--- src/pdri_pkg.sv ---
`default_nettype none
// ----------------------------------------------------------------------------
// pdri_pkg
// Shared constants, angle table and handshake structs for the planar
// dead-reckoning integrator.
// ----------------------------------------------------------------------------
package pdri_pkg;

  // cordic
  localparam int CORDIC_STEPS   = 16;
  localparam int ANGLE_TABLE_LEN = 24;
  localparam int STEP_W         = $clog2(ANGLE_TABLE_LEN);
  localparam int XY_W           = 34;
  localparam int ANG_W          = 33;
  localparam logic signed [XY_W-1:0] INV_GAIN_Q30 = XY_W'(652032874);

  // heading change scale, 2^-32 turn per (1/4096 rad/s * 1 us)
  localparam logic signed [XY_W-1:0] DTH_SCALE = XY_W'(716770142);

  // distance divider
  localparam int DIST_DIVISOR = 62500;
  localparam int QUO_W        = 17;
  localparam int DVD_W        = 33;
  // the divisor is 4 * 15625: the dividend over 4 (31 bits) times
  // ceil(2^45 / 15625), shifted down by 45, is the exact floor quotient
  localparam int NUM_W        = DVD_W - 2;
  localparam int PROD_W       = 48;
  localparam int DIST_SHIFT   = 45;
  localparam logic [31:0] DIST_RECIP = 32'd2251799814;
  // half divisor for rounding plus an offset of 65536 divisors that keeps
  // the dividend positive
  localparam logic [DVD_W:0] DIV_BIAS = (DVD_W+1)'(64'd31250 + 64'd62500 * 64'd65536);
  localparam logic signed [17:0] QUO_OFFSET = 18'sd65536;

  // multiplier operand widths
  localparam int MA_W = 18;
  localparam int MP_W = MA_W + XY_W;

  typedef struct packed {
    logic        start;
    logic [31:0] angle;
  } cordic_req_t;

  typedef struct packed {
    logic                   busy;
    logic signed [XY_W-1:0] cos_v;
    logic signed [XY_W-1:0] sin_v;
  } cordic_rsp_t;

  typedef struct packed {
    logic             start;
    logic [DVD_W-1:0] dividend;
  } div_req_t;

  typedef struct packed {
    logic             busy;
    logic [QUO_W-1:0] quotient;
  } div_rsp_t;

  // atan(2^-i) in units of 2^-32 turn
  function automatic logic signed [ANG_W-1:0] angle_step(input logic [STEP_W-1:0] idx);
    logic [31:0] a;
    case (idx)
      5'd0:    a = 32'h20000000;
      5'd1:    a = 32'h12E4051E;
      5'd2:    a = 32'h09FB385B;
      5'd3:    a = 32'h051111D4;
      5'd4:    a = 32'h028B0D43;
      5'd5:    a = 32'h0145D7E1;
      5'd6:    a = 32'h00A2F61E;
      5'd7:    a = 32'h00517C55;
      5'd8:    a = 32'h0028BE53;
      5'd9:    a = 32'h00145F2F;
      5'd10:   a = 32'h000A2F98;
      5'd11:   a = 32'h000517CC;
      5'd12:   a = 32'h00028BE6;
      5'd13:   a = 32'h000145F3;
      5'd14:   a = 32'h0000A2FA;
      5'd15:   a = 32'h0000517D;
      5'd16:   a = 32'h000028BE;
      5'd17:   a = 32'h0000145F;
      5'd18:   a = 32'h00000A30;
      5'd19:   a = 32'h00000518;
      5'd20:   a = 32'h0000028C;
      5'd21:   a = 32'h00000146;
      5'd22:   a = 32'h000000A3;
      5'd23:   a = 32'h00000051;
      default: a = 32'h00000000;
    endcase
    return {1'b0, a};
  endfunction

endpackage
`default_nettype wire

--- src/pdri_if.sv ---
`default_nettype none
// ----------------------------------------------------------------------------
// pdri_in_if / pdri_out_if
// Valid/ready channels for odometry ticks and pose results.
// ----------------------------------------------------------------------------
interface pdri_in_if;
  logic               valid;
  logic               ready;
  logic signed [15:0] linear_velocity;
  logic signed [15:0] yaw_rate;
  logic        [15:0] elapsed_time;

  modport source (output valid, output linear_velocity, output yaw_rate,
                  output elapsed_time, input ready);
  modport sink   (input valid, input linear_velocity, input yaw_rate,
                  input elapsed_time, output ready);
endinterface

interface pdri_out_if;
  logic               valid;
  logic               ready;
  logic signed [31:0] position_x;
  logic signed [31:0] position_y;
  logic        [15:0] heading_angle;
  logic signed [15:0] quat_z;
  logic signed [15:0] quat_w;
  logic signed [15:0] speed_out;
  logic signed [15:0] turn_rate_out;

  modport source (output valid, output position_x, output position_y,
                  output heading_angle, output quat_z, output quat_w,
                  output speed_out, output turn_rate_out, input ready);
  modport sink   (input valid, input position_x, input position_y,
                  input heading_angle, input quat_z, input quat_w,
                  input speed_out, input turn_rate_out, output ready);
endinterface
`default_nettype wire

--- src/pdri_cordic.sv ---
`default_nettype none
// ----------------------------------------------------------------------------
// pdri_cordic
// Iterative rotation-mode cordic, one micro-rotation per cycle, with
// quadrant folding of a 32-bit binary angle.
// ----------------------------------------------------------------------------
module pdri_cordic (
  input  logic                  clk,
  input  logic                  rst_n,
  input  pdri_pkg::cordic_req_t req,
  output pdri_pkg::cordic_rsp_t rsp
);
  import pdri_pkg::*;

  logic signed [XY_W-1:0]  x_r, x_nxt;
  logic signed [XY_W-1:0]  y_r, y_nxt;
  logic signed [ANG_W-1:0] z_r, z_nxt;
  logic [STEP_W-1:0]       i_r, i_nxt;
  logic [1:0]              q_r, q_nxt;
  logic                    busy_r, busy_nxt;

  logic [31:0]             q_sum;
  logic [31:0]             z_start;
  logic signed [XY_W-1:0]  xs, ys;
  logic signed [ANG_W-1:0] ang;

  always_comb begin
    q_sum   = req.angle + 32'h2000_0000;
    z_start = req.angle - {q_sum[31:30], 30'd0};
    xs      = x_r >>> i_r;
    ys      = y_r >>> i_r;
    ang     = angle_step(i_r);

    x_nxt    = x_r;
    y_nxt    = y_r;
    z_nxt    = z_r;
    i_nxt    = i_r;
    q_nxt    = q_r;
    busy_nxt = busy_r;

    if (req.start) begin
      x_nxt    = INV_GAIN_Q30;
      y_nxt    = '0;
      z_nxt    = {z_start[31], z_start};
      i_nxt    = '0;
      q_nxt    = q_sum[31:30];
      busy_nxt = 1'b1;
    end else if (busy_r) begin
      if (!z_r[ANG_W-1]) begin
        x_nxt = x_r - ys;
        y_nxt = y_r + xs;
        z_nxt = z_r - ang;
      end else begin
        x_nxt = x_r + ys;
        y_nxt = y_r - xs;
        z_nxt = z_r + ang;
      end
      i_nxt = i_r + 1'b1;
      if (i_r == STEP_W'(CORDIC_STEPS - 1)) begin
        busy_nxt = 1'b0;
      end
    end
  end

  always_ff @(posedge clk) begin
    if (!rst_n) begin
      busy_r <= 1'b0;
      i_r    <= '0;
      q_r    <= '0;
    end else begin
      busy_r <= busy_nxt;
      i_r    <= i_nxt;
      q_r    <= q_nxt;
    end
    x_r <= x_nxt;
    y_r <= y_nxt;
    z_r <= z_nxt;
  end

  // rotate back by the quadrant
  always_comb begin
    rsp.busy = busy_r;
    case (q_r)
      2'd0: begin
        rsp.cos_v = x_r;
        rsp.sin_v = y_r;
      end
      2'd1: begin
        rsp.cos_v = -y_r;
        rsp.sin_v = x_r;
      end
      2'd2: begin
        rsp.cos_v = -x_r;
        rsp.sin_v = -y_r;
      end
      default: begin
        rsp.cos_v = y_r;
        rsp.sin_v = -x_r;
      end
    endcase
  end

endmodule
`default_nettype wire

--- src/pdri_div.sv ---
`default_nettype none
// ----------------------------------------------------------------------------
// pdri_div
// Divider by the fixed distance divisor: a reciprocal multiply split into
// two halves, low then high, on one 16x32 multiplier.
// ----------------------------------------------------------------------------
module pdri_div (
  input  logic               clk,
  input  logic               rst_n,
  input  pdri_pkg::div_req_t req,
  output pdri_pkg::div_rsp_t rsp
);
  import pdri_pkg::*;

  logic [NUM_W-1:0]  num_r, num_nxt;
  logic [PROD_W-1:0] lo_r, lo_nxt;
  logic [QUO_W-1:0]  quo_r, quo_nxt;
  logic              hi_r, hi_nxt;
  logic              busy_r, busy_nxt;

  logic [15:0]       part;
  logic [PROD_W-1:0] prod;
  logic [63:0]       sum;

  always_comb begin
    // low half first, then the high half weighted by 2^16
    part = hi_r ? {1'b0, num_r[NUM_W-1:16]} : num_r[15:0];
    prod = part * DIST_RECIP;
    sum  = {prod, 16'd0} + {16'd0, lo_r};

    num_nxt  = num_r;
    lo_nxt   = lo_r;
    quo_nxt  = quo_r;
    hi_nxt   = hi_r;
    busy_nxt = busy_r;

    if (req.start) begin
      // the divisor's factor of 4 comes off as a shift
      num_nxt  = req.dividend[DVD_W-1:2];
      hi_nxt   = 1'b0;
      busy_nxt = 1'b1;
    end else if (busy_r) begin
      if (!hi_r) begin
        lo_nxt = prod;
        hi_nxt = 1'b1;
      end else begin
        quo_nxt  = sum[DIST_SHIFT+QUO_W-1:DIST_SHIFT];
        hi_nxt   = 1'b0;
        busy_nxt = 1'b0;
      end
    end
  end

  always_ff @(posedge clk) begin
    if (!rst_n) begin
      busy_r <= 1'b0;
      hi_r   <= 1'b0;
    end else begin
      busy_r <= busy_nxt;
      hi_r   <= hi_nxt;
    end
    num_r <= num_nxt;
    lo_r  <= lo_nxt;
    quo_r <= quo_nxt;
  end

  assign rsp.busy     = busy_r;
  assign rsp.quotient = quo_r;

endmodule
`default_nettype wire

--- src/planar_dead_reckoning_integrator_unit.sv ---
`default_nettype none
// ----------------------------------------------------------------------------
// planar_dead_reckoning_integrator_unit
// Dead-reckoning pose integrator: distance and heading change per tick, an
// x/y step along the old heading, wrapping binary-angle heading, quaternion.
// ----------------------------------------------------------------------------
//  channel  dir  beat contents
//  in_ch    in   linear_velocity, yaw_rate, elapsed_time
//  out_ch   out  position_x/y, heading_angle, quat_z/w, speed_out, turn_rate_out
//
//  the two 16-step cordic passes set the pace of a tick from acceptance to its
//  result beat when the output register is free: the first (old heading) runs
//  beside the shared 18x34 multiplies and the reciprocal-multiply distance
//  divide, the second (new half heading) feeds the quaternion. synchronous
//  active-low reset clears pose and heading.
//  in_ch is ready only between ticks; a result waiting in the output register
//  stalls the end of the following tick, not its acceptance.
// ----------------------------------------------------------------------------
module planar_dead_reckoning_integrator_unit (
  input  logic              clk,
  input  logic              rst_n,
  pdri_in_if.sink           in_ch,
  pdri_out_if.source        out_ch
);
  import pdri_pkg::*;

  typedef enum logic [11:0] {
    ST_IDLE = 12'b0000_0000_0001,
    ST_MVD  = 12'b0000_0000_0010,
    ST_MWD  = 12'b0000_0000_0100,
    ST_MLO  = 12'b0000_0000_1000,
    ST_MHI  = 12'b0000_0001_0000,
    ST_ACC  = 12'b0000_0010_0000,
    ST_WDIV = 12'b0000_0100_0000,
    ST_MX   = 12'b0000_1000_0000,
    ST_MY   = 12'b0001_0000_0000,
    ST_UY   = 12'b0010_0000_0000,
    ST_WQ   = 12'b0100_0000_0000,
    ST_FIN  = 12'b1000_0000_0000
  } state_t;

  state_t             state_r, state_nxt;

  logic signed [15:0] v_r, w_r;
  logic [15:0]        dt_r;
  logic [32:0]        wd_r;
  logic signed [63:0] acc_r;
  logic [31:0]        dth_r;
  logic [31:0]        pose_x_r, pose_x_nxt;
  logic [31:0]        pose_y_r, pose_y_nxt;
  logic [31:0]        hdg_r, hdg_nxt;
  logic signed [MP_W-1:0] mul_r;
  logic signed [MA_W-1:0] mul_a;
  logic signed [XY_W-1:0] mul_b;

  logic               out_valid_r;
  logic [31:0]        ox_r, oy_r;
  logic [15:0]        ohdg_r, oqz_r, oqw_r, ospd_r, oturn_r;

  cordic_req_t        cor_req;
  cordic_rsp_t        cor_rsp;
  div_req_t           div_req;
  div_rsp_t           div_rsp;

  logic signed [17:0] step_len;
  logic [XY_W-1:0]    div_sum;
  logic signed [63:0] dth_sum;
  logic signed [MP_W-1:0] step_rnd;
  logic [21:0]        step_d;
  logic [33:0]        pos_sum;
  logic               out_free;

  pdri_cordic u_cordic (
    .clk   (clk),
    .rst_n (rst_n),
    .req   (cor_req),
    .rsp   (cor_rsp)
  );

  pdri_div u_div (
    .clk   (clk),
    .rst_n (rst_n),
    .req   (div_req),
    .rsp   (div_rsp)
  );

  function automatic logic [31:0] sat32(input logic [33:0] s);
    if (!s[33] && (s[32:31] != 2'b00)) begin
      return 32'h7FFF_FFFF;
    end else if (s[33] && (s[32:31] != 2'b11)) begin
      return 32'h8000_0000;
    end else begin
      return s[31:0];
    end
  endfunction

  // round Q30 to Q14 and clamp to +-1.0
  function automatic logic [15:0] to_q14(input logic signed [XY_W-1:0] c);
    logic signed [XY_W-1:0] r;
    r = (c + XY_W'(32768)) >>> 16;
    if (r > XY_W'(16384)) begin
      return 16'sd16384;
    end else if (r < -XY_W'(16384)) begin
      return -16'sd16384;
    end else begin
      return r[15:0];
    end
  endfunction

  assign in_ch.ready = (state_r == ST_IDLE);
  assign out_free    = !out_valid_r || out_ch.ready;
  assign step_len    = $signed({1'b0, div_rsp.quotient}) - QUO_OFFSET;
  assign div_sum     = {mul_r[32], mul_r[32:0]} + DIV_BIAS;
  assign dth_sum     = acc_r + ({{(64-MP_W){mul_r[MP_W-1]}}, mul_r} <<< 16);
  assign step_rnd    = (mul_r + MP_W'(64'sd536870912)) >>> 30;
  assign step_d      = step_rnd[21:0];
  assign hdg_nxt     = hdg_r + dth_r;

  assign div_req.start    = (state_r == ST_MWD);
  assign div_req.dividend = div_sum[DVD_W-1:0];
  assign cor_req.start    = (state_r == ST_MVD) || (state_r == ST_UY);
  assign cor_req.angle    = (state_r == ST_UY) ? {1'b0, hdg_nxt[31:1]} : hdg_r;

  // shared multiplier operands
  always_comb begin
    mul_a = '0;
    mul_b = '0;
    case (state_r)
      ST_MVD: begin
        mul_a = {{2{v_r[15]}}, v_r};
        mul_b = {{(XY_W-16){1'b0}}, dt_r};
      end
      ST_MWD: begin
        mul_a = {{2{w_r[15]}}, w_r};
        mul_b = {{(XY_W-16){1'b0}}, dt_r};
      end
      ST_MLO: begin
        mul_a = {2'b00, mul_r[15:0]};
        mul_b = DTH_SCALE;
      end
      ST_MHI: begin
        mul_a = {wd_r[32], wd_r[32:16]};
        mul_b = DTH_SCALE;
      end
      ST_MX: begin
        mul_a = step_len;
        mul_b = cor_rsp.cos_v;
      end
      ST_MY: begin
        mul_a = step_len;
        mul_b = cor_rsp.sin_v;
      end
      default: begin
        mul_a = '0;
        mul_b = '0;
      end
    endcase
  end

  always_comb begin
    pos_sum    = {{2{pose_x_r[31]}}, pose_x_r} + {{12{step_d[21]}}, step_d};
    pose_x_nxt = pose_x_r;
    pose_y_nxt = pose_y_r;
    if (state_r == ST_MY) begin
      pose_x_nxt = sat32(pos_sum);
    end
    if (state_r == ST_UY) begin
      pos_sum    = {{2{pose_y_r[31]}}, pose_y_r} + {{12{step_d[21]}}, step_d};
      pose_y_nxt = sat32(pos_sum);
    end
  end

  always_comb begin
    state_nxt = state_r;
    case (state_r)
      ST_IDLE: if (in_ch.valid) state_nxt = ST_MVD;
      ST_MVD:  state_nxt = ST_MWD;
      ST_MWD:  state_nxt = ST_MLO;
      ST_MLO:  state_nxt = ST_MHI;
      ST_MHI:  state_nxt = ST_ACC;
      ST_ACC:  state_nxt = ST_WDIV;
      ST_WDIV: if (!div_rsp.busy && !cor_rsp.busy) state_nxt = ST_MX;
      ST_MX:   state_nxt = ST_MY;
      ST_MY:   state_nxt = ST_UY;
      ST_UY:   state_nxt = ST_WQ;
      ST_WQ:   if (!cor_rsp.busy) state_nxt = ST_FIN;
      ST_FIN:  if (out_free) state_nxt = ST_IDLE;
      default: state_nxt = ST_IDLE;
    endcase
  end

  always_ff @(posedge clk) begin
    if (!rst_n) begin
      state_r     <= ST_IDLE;
      out_valid_r <= 1'b0;
      pose_x_r    <= '0;
      pose_y_r    <= '0;
      hdg_r       <= '0;
    end else begin
      state_r  <= state_nxt;
      pose_x_r <= pose_x_nxt;
      pose_y_r <= pose_y_nxt;
      if (state_r == ST_UY) begin
        hdg_r <= hdg_nxt;
      end
      if ((state_r == ST_FIN) && out_free) begin
        out_valid_r <= 1'b1;
      end else if (out_ch.ready) begin
        out_valid_r <= 1'b0;
      end
    end
  end

  // payload registers
  always_ff @(posedge clk) begin
    mul_r <= mul_a * mul_b;
    if (in_ch.valid && in_ch.ready) begin
      v_r  <= in_ch.linear_velocity;
      w_r  <= in_ch.yaw_rate;
      dt_r <= in_ch.elapsed_time;
    end
    if (state_r == ST_MLO) begin
      wd_r <= mul_r[32:0];
    end
    if (state_r == ST_MHI) begin
      acc_r <= {{(64-MP_W){mul_r[MP_W-1]}}, mul_r} + 64'sd2147483648;
    end
    if (state_r == ST_ACC) begin
      dth_r <= dth_sum[63:32];
    end
    if ((state_r == ST_FIN) && out_free) begin
      ox_r    <= pose_x_r;
      oy_r    <= pose_y_r;
      ohdg_r  <= hdg_r[31:16];
      oqz_r   <= to_q14(cor_rsp.sin_v);
      oqw_r   <= to_q14(cor_rsp.cos_v);
      ospd_r  <= (dt_r != 16'd0) ? v_r : 16'sd0;
      oturn_r <= (dt_r != 16'd0) ? w_r : 16'sd0;
    end
  end

  assign out_ch.valid         = out_valid_r;
  assign out_ch.position_x    = ox_r;
  assign out_ch.position_y    = oy_r;
  assign out_ch.heading_angle = ohdg_r;
  assign out_ch.quat_z        = oqz_r;
  assign out_ch.quat_w        = oqw_r;
  assign out_ch.speed_out     = ospd_r;
  assign out_ch.turn_rate_out = oturn_r;

endmodule
`default_nettype wire

--- src/flat_wrapper.sv ---
// flat-port wrapper written by rule: the top's interface ports become plain ports
module planar_dead_reckoning_integrator_unit_flat import pdri_pkg::*;
  (clk, rst_n, in_ch_valid, in_ch_linear_velocity, in_ch_yaw_rate, in_ch_elapsed_time, in_ch_ready, out_ch_valid, out_ch_position_x, out_ch_position_y, out_ch_heading_angle, out_ch_quat_z, out_ch_quat_w, out_ch_speed_out, out_ch_turn_rate_out, out_ch_ready);
  pdri_in_if in_ch_i ();
  pdri_out_if out_ch_i ();
  input  logic clk;
  input  logic rst_n;
  input wire logic [$bits(in_ch_i.valid)-1:0] in_ch_valid;
  input wire logic [$bits(in_ch_i.linear_velocity)-1:0] in_ch_linear_velocity;
  input wire logic [$bits(in_ch_i.yaw_rate)-1:0] in_ch_yaw_rate;
  input wire logic [$bits(in_ch_i.elapsed_time)-1:0] in_ch_elapsed_time;
  output wire logic [$bits(in_ch_i.ready)-1:0] in_ch_ready;
  output wire logic [$bits(out_ch_i.valid)-1:0] out_ch_valid;
  output wire logic [$bits(out_ch_i.position_x)-1:0] out_ch_position_x;
  output wire logic [$bits(out_ch_i.position_y)-1:0] out_ch_position_y;
  output wire logic [$bits(out_ch_i.heading_angle)-1:0] out_ch_heading_angle;
  output wire logic [$bits(out_ch_i.quat_z)-1:0] out_ch_quat_z;
  output wire logic [$bits(out_ch_i.quat_w)-1:0] out_ch_quat_w;
  output wire logic [$bits(out_ch_i.speed_out)-1:0] out_ch_speed_out;
  output wire logic [$bits(out_ch_i.turn_rate_out)-1:0] out_ch_turn_rate_out;
  input wire logic [$bits(out_ch_i.ready)-1:0] out_ch_ready;
  assign in_ch_i.valid = in_ch_valid;
  assign in_ch_i.linear_velocity = in_ch_linear_velocity;
  assign in_ch_i.yaw_rate = in_ch_yaw_rate;
  assign in_ch_i.elapsed_time = in_ch_elapsed_time;
  assign in_ch_ready = in_ch_i.ready;
  assign out_ch_valid = out_ch_i.valid;
  assign out_ch_position_x = out_ch_i.position_x;
  assign out_ch_position_y = out_ch_i.position_y;
  assign out_ch_heading_angle = out_ch_i.heading_angle;
  assign out_ch_quat_z = out_ch_i.quat_z;
  assign out_ch_quat_w = out_ch_i.quat_w;
  assign out_ch_speed_out = out_ch_i.speed_out;
  assign out_ch_turn_rate_out = out_ch_i.turn_rate_out;
  assign out_ch_i.ready = out_ch_ready;
  planar_dead_reckoning_integrator_unit u_core (.clk(clk), .rst_n(rst_n), .in_ch(in_ch_i), .out_ch(out_ch_i));
endmodule
--- config.mk ---
export PLATFORM = sky130hd
export DESIGN_NAME = planar_dead_reckoning_integrator_unit_flat
export DESIGN_NICKNAME = d
export VERILOG_FILES = /design/src/pdri_pkg.sv /design/src/pdri_if.sv /design/src/pdri_cordic.sv /design/src/pdri_div.sv /design/src/planar_dead_reckoning_integrator_unit.sv /design/src/flat_wrapper.sv
export SDC_FILE = /design/constraint.sdc
export NUM_CORES = 2
export LEC_CHECK = 0
export ABC_AREA = 1
export BUFFER_PORTS_ARGS = -buffer_cell sky130_fd_sc_hd__buf_2
export CORE_ASPECT_RATIO = 1.25
export CORE_MARGIN = 3
export CORE_UTILIZATION = 60
export DETAILED_ROUTE_END_ITERATION = 8
export GPL_TIMING_DRIVEN = 1
export HOLD_SLACK_MARGIN = 0.03
export PLACE_DENSITY = 0.77
export SLEW_MARGIN = 25
export SYNTH_ARGS = -nofsm -noshare
export SYNTH_HDL_FRONTEND = slang
export SYNTH_HIERARCHICAL = 1
export SYNTH_SLANG_ARGS = --single-unit
--- constraint.sdc ---
create_clock -name clk -period 18.35 [get_ports clk]
set_input_delay 0 -clock clk [delete_from_list [all_inputs] [get_ports clk]]
set_output_delay 0 -clock clk [all_outputs]
set_load 0.02 [all_outputs]
# Word level (Yosys, flattened, before mapping)
# Memory sizes are Yosys's and may differ from the RTL's. A register that Yosys moved wholly into a read port is not among the register bits.
# Index checks and enable logic that the tools add are counted.
# totals
regBits,688
romBits,960
wordCells,148
n_memories,1
# memory_table
name,words,word_bits,rd,rd_ports_with_merged_regs,write_ports,line_no,source
(no name shown),32,30,1,1,0,pdri_pkg.sv:63,case (idx)
# classes
add_sub_neg,22
multipliers,2
n_lt_le_gt_ge,4
eq_ne,21
n_shift,2
mux,31
bitwise,3
n_reduce_logical,30
# ops
op,n
$pmux W68 S3,1
$mux W32,5
$pmux W12 S12,1
$pmux W34 S4,1
$mux W33,3
$pmux W18 S5,1
$add A34 B17 Y34 const B,2
$add A34 B34 Y34,2
$mux W34,2
$neg A34 Y34,2
$sshr A34 B5 Y34,2
$sub A34 B34 Y34,2
$add A32 B22 Y33,2
$add A64 B64 Y64,1
$add A62 B48 Y62,1
$add A52 B33 Y53 const B,1
$add A52 B31 Y52 const B,1
$mul A18 B34 Y52,1
$mux W12,4
$mux W16,3
$mul A16 B31 Y47 const B,1
$gt A18 B16 Y1 const B,2
$lt A18 B15 Y1 const B,2
$add A33 B33 Y33,1
other kinds (36),71

# Longest topological paths before layout
# depth
ltp_word,6
ltp_mapped,46

# Cells and area by module
# Netlist, hierarchy kept.
# modules_own_cells
mod,instances,cells_each,area_each_um2,seq_area_each_um2
planar_dead_reckoning_integrator_unit,1,6123,48495.3,11571.1
pdri_cordic,1,3405,19916.6,3113.0
pdri_div,1,1620,13007.5,2412.3

# Worst setup path before layout
# OpenSTA, ideal clock, no wires.
# synth_timing
kind,register to register
start,register u_core.u_cordic.x_r[1]
end,register u_core.mul_r[47]
arrival_ps,7716
t_required_ps,18278
slack_ps,10562
path_stages_with_launch,40
period_less_slack_ps,7788
cell_sequence,dfxtp_1 nor3_2 nand3_1 nor2_2 nand2_1 nor2_2 nand2_2 nor2_4 nand2_2 nor2_4 nand2_2 nor3_4 nand2_2 o21ai_1 nand2_1 nor2_1 nor2_1 inv_1 (+4 left out) inv_1 fa_1 inv_1 fa_1 inv_1 fa_1 fa_1 fa_1 fa_1 inv_1 ha_1 nand2_1 nor2_1 inv_1 nor4_1 o21ai_0 nand3_1 xor2_1
# synth_lines
item,line_no,source
"start, declared",pdri_cordic.sv:15,"logic signed [XY_W-1:0] x_r, x_nxt;"
"start signal, assigned",pdri_cordic.sv:75,x_r <= x_nxt;
"end signal, assigned",planar_dead_reckoning_integrator_unit.sv:216,mul_r <= mul_a * mul_b;
"end, declared",planar_dead_reckoning_integrator_unit.sv:52,logic signed [MP_W-1:0] mul_r;

==> metrics.txt <==
outcome=finished, final reports clean; die area=140,000 um^2; total gr overflow=0; crit path kind=flip-flop to flip-flop; DRT iter0 DRCs=8,873; DIE WIDTH=335 um; slowest stage delay, CP=820 ps; input/output buffers=197; clk sinks=659; Seq. cell area=17,100 um^2; Synth Area per Inst=7.30 um^2; Tcrit/Tclk final=52.6%; vias in the first global route=77,300; CTS tree=yes; Slew HR=25.4%; CP Capture Type=flip-flop; most frequent cells in the layout=2,559 x nand2_1, 2,085 x inv_1, 1,020 x nor2_1, 745 x nand3_1, 732 x fa_1; ANT nets after route=0; setup slack at placement=9170 ps; RSZ-0062 raised after global routing=false; post-layout min period=9650 ps; post-synth top area share=18.0%; initial antenna violation count=5; Starting Density=60.7%; Yosys top cell by area=fa_1; Core Rows=150; H-tree Lvls=3; Total Wirelength=300,000 um; Filler cells=11,800; highest metal used=met5; TritonRoute pass-1 iters=7; Core ar.=134,000 um^2; total negative slack=0 ps; area growth from synthesis to layout=7.38%; CP required=18,930 ps; asr flop ratio synth=0%; wire length on met3=32,200 um; Area contributors post-synth=fa_1 18%, edfxtp_1 14%, nand2_1 12%, inv_1 9.6%, ha_1 9.0%; CTS Buf Count=74; # resized after CTS=0; Cells after Synth=11,100; most common cell after layout, fill and taps aside=nand2_1; final setup margin=8700 ps; crit path DAT=10,230 ps; CP Max Fanout=47; Mapped Area=81,400 um^2; Max clock buf depth=3; RePlAce Congestion=1.04; final-report setup violation count=0; CP dominant cell by count=inv_1; number of remaining DRC errors=0; postcts setup bufs=0; MaxCap Viol Count=0; count of final hold-check violations=0; hold_sp=in_ch_linear_velocity[13]; Multi-input gate area=54,900 um^2; Clock Latency Late Sink=740 ps; Worst-Margin Slew=1110 ps; layout cells sized above 1=6.33%; P_leak=43.4 nW; syn nets=12,500; startpoint types=flip-flop; cts hold-fix bufs=97; routed vias/inst=5.98; Syn. warnings=6; crit path launch=u_core/u_cordic/q_r[0]; root buf cell=clkbuf_16; Fmax achieved=104 MHz; Routed wire per std cell=22.8 um; reg2reg start=u_core/u_cordic/q_r[0]; die height=418 um; Worst-path clk slew=70 ps; HPWL Detailed=238,000 um; first-pass GRT wire length=451,000 um; R2R Setup Slk=8700 ps; total chip power=0.00995 W; Main synth FF type=edfxtp_1; Pins Over Slew Limit=0; Total GRT Usage=42.2%; Critical-path top delay cell=nor3_1; nets@finish=12,700; largest net degree at the start of global routing=73; met2 wire len=133,000 um; #FFs+latches synth=659; pwr/cell area=114 nW/um^2; Post-synth EDFFs=390; Clock Skew=95.2 ps; Seq/Total Area, Yosys=21.0%; Synth cell types=80; # IOs=198; Via Count=78,400; peak supply drop=0.100 mV; M1 WL=110,000 um; Hold WC Path Type=input port to flip-flop
[kinds of logic (layout without fill, tap and decap cells)]
| group | Yosys count | count (layout) | synth area share [%] |
|---|---|---|---|
| buf+inv | 2437 | 2651 | 11.7 |
| mux | 3 | 3 | 0.0369 |
| simple gates | 4842 | 4842 | 25.2 |
| fa+ha+maj | 1317 | 1317 | 27.0 |
| xor+xnor | 409 | 409 | 4.40 |
| compound gates | 1481 | 1481 | 10.7 |
| flops | 659 | 659 | 21.0 |
| other cells | 0 | 4 | 0 |
[registers in the layout, indices dropped and copies added (netlist names), 17 cells and up]
register,count
u_core/mul_r,52
u_core/acc_r,37
u_core/u_cordic/x_r,34
u_core/u_cordic/y_r,34
u_core/u_cordic/z_r,33
u_core/dth_r,32
u_core/hdg_r,32
u_core/out_ch.position_x,32
u_core/out_ch.position_y,32
u_core/pose_x_r,32
u_core/pose_y_r,32
u_core/u_div/lo_r,31
u_core/u_div/num_r,31
u_core/u_cordic/ang,30
u_core/u_div/quo_r,17
u_core/wd_r,17
[worst max-delay path, delay by kind of cell, from the launching register on]
kind / cells / cell delay, ps
AOI/OAI and AO/OA: 7 / 1750
xor gates and xnor gates: 1 / 290
adders and majority gates: 7 / 3250
buffers and inverters: 9 / 2030
DFF: 1 / 610
and+or+nand+nor: 7 / 1520
[path summary, 6_finish.rpt]
| kind | to | cells after the start |
|---|---|---|
| min | u_core/v_r[13] | 2 |
| max reg2reg | u_core/mul_r[39] | 31 |
| max | u_core/mul_r[39] | 31 |
| min reg2reg | u_core/out_ch.heading_angle[13] | 0 |
[Yosys cell counts, types with 20 or more instances]
cell,number
nand2_1,2562
inv_1,2088
nor2_1,1026
nand3_1,745
fa_1,732
a21oi_1,617
ha_1,585
o21ai_0,414
edfxtp_1,390
xor2_1,302
dfxtp_1,269
clkbuf_1,135
nor3_1,124
xnor2_1,107
buf_2,100
nand4_1,96
a31oi_1,63
nand2_2,63
o21bai_1,57
or2_2,55
nor4_1,43
a21o_1,40
inv_2,40
o22ai_1,34
nand3_2,31
o21ai_1,31
o211ai_1,29
o221ai_1,29
nor2_2,28
buf_1,27
a221oi_1,23
buf_6,21
o2111ai_1,21
a21boi_0,20
[per-stage QoR]
stage | utilization (%) | hold WS (ps) | instance area (um^2) | std cells
2_1_floorplan | - | 98.9 | 81400 | 11100
3_3_place_gp | 62.4 | 178 | 83800 | 12900
3_5_place_dp | 62.4 | 178 | 83800 | 12900
4_1_cts | 65.1 | 32.0 | 87400 | 13100
5_1_grt | 65.1 | 72.6 | 87400 | 13100
6_report | 65.2 | 75.4 | 87400 | 13100
[metal layers]
layer  up-vias  global-route usage [%]
met4         2                    28.0
met5         -                       0
li1      35700                       -
met3      1192                    8.69
met2      4697                    66.7
met1     36800                    52.3
[cell type report]
type,count,area share (%)
antenna,4,0.0114
clock buffer,97,2.42
clock inverter,40,0.591
inverter,2135,9.17
multi-input combinational,8052,62.8
sequential,659,19.6
tap,1748,2.50
timing repair buffer,379,2.99
[report_power, final]
part / internal (W) / switching [W] / total [W]
Combinational: 0.00199 / 0.00416 / 0.00615
Sequential: 0.00185 / 0.000328 / 0.00217
Clock: 0.000919 / 0.000704 / 0.00162
Total: 0.00476 / 0.00519 / 0.00995
Note: power is estimated with default switching activity, not from simulation.
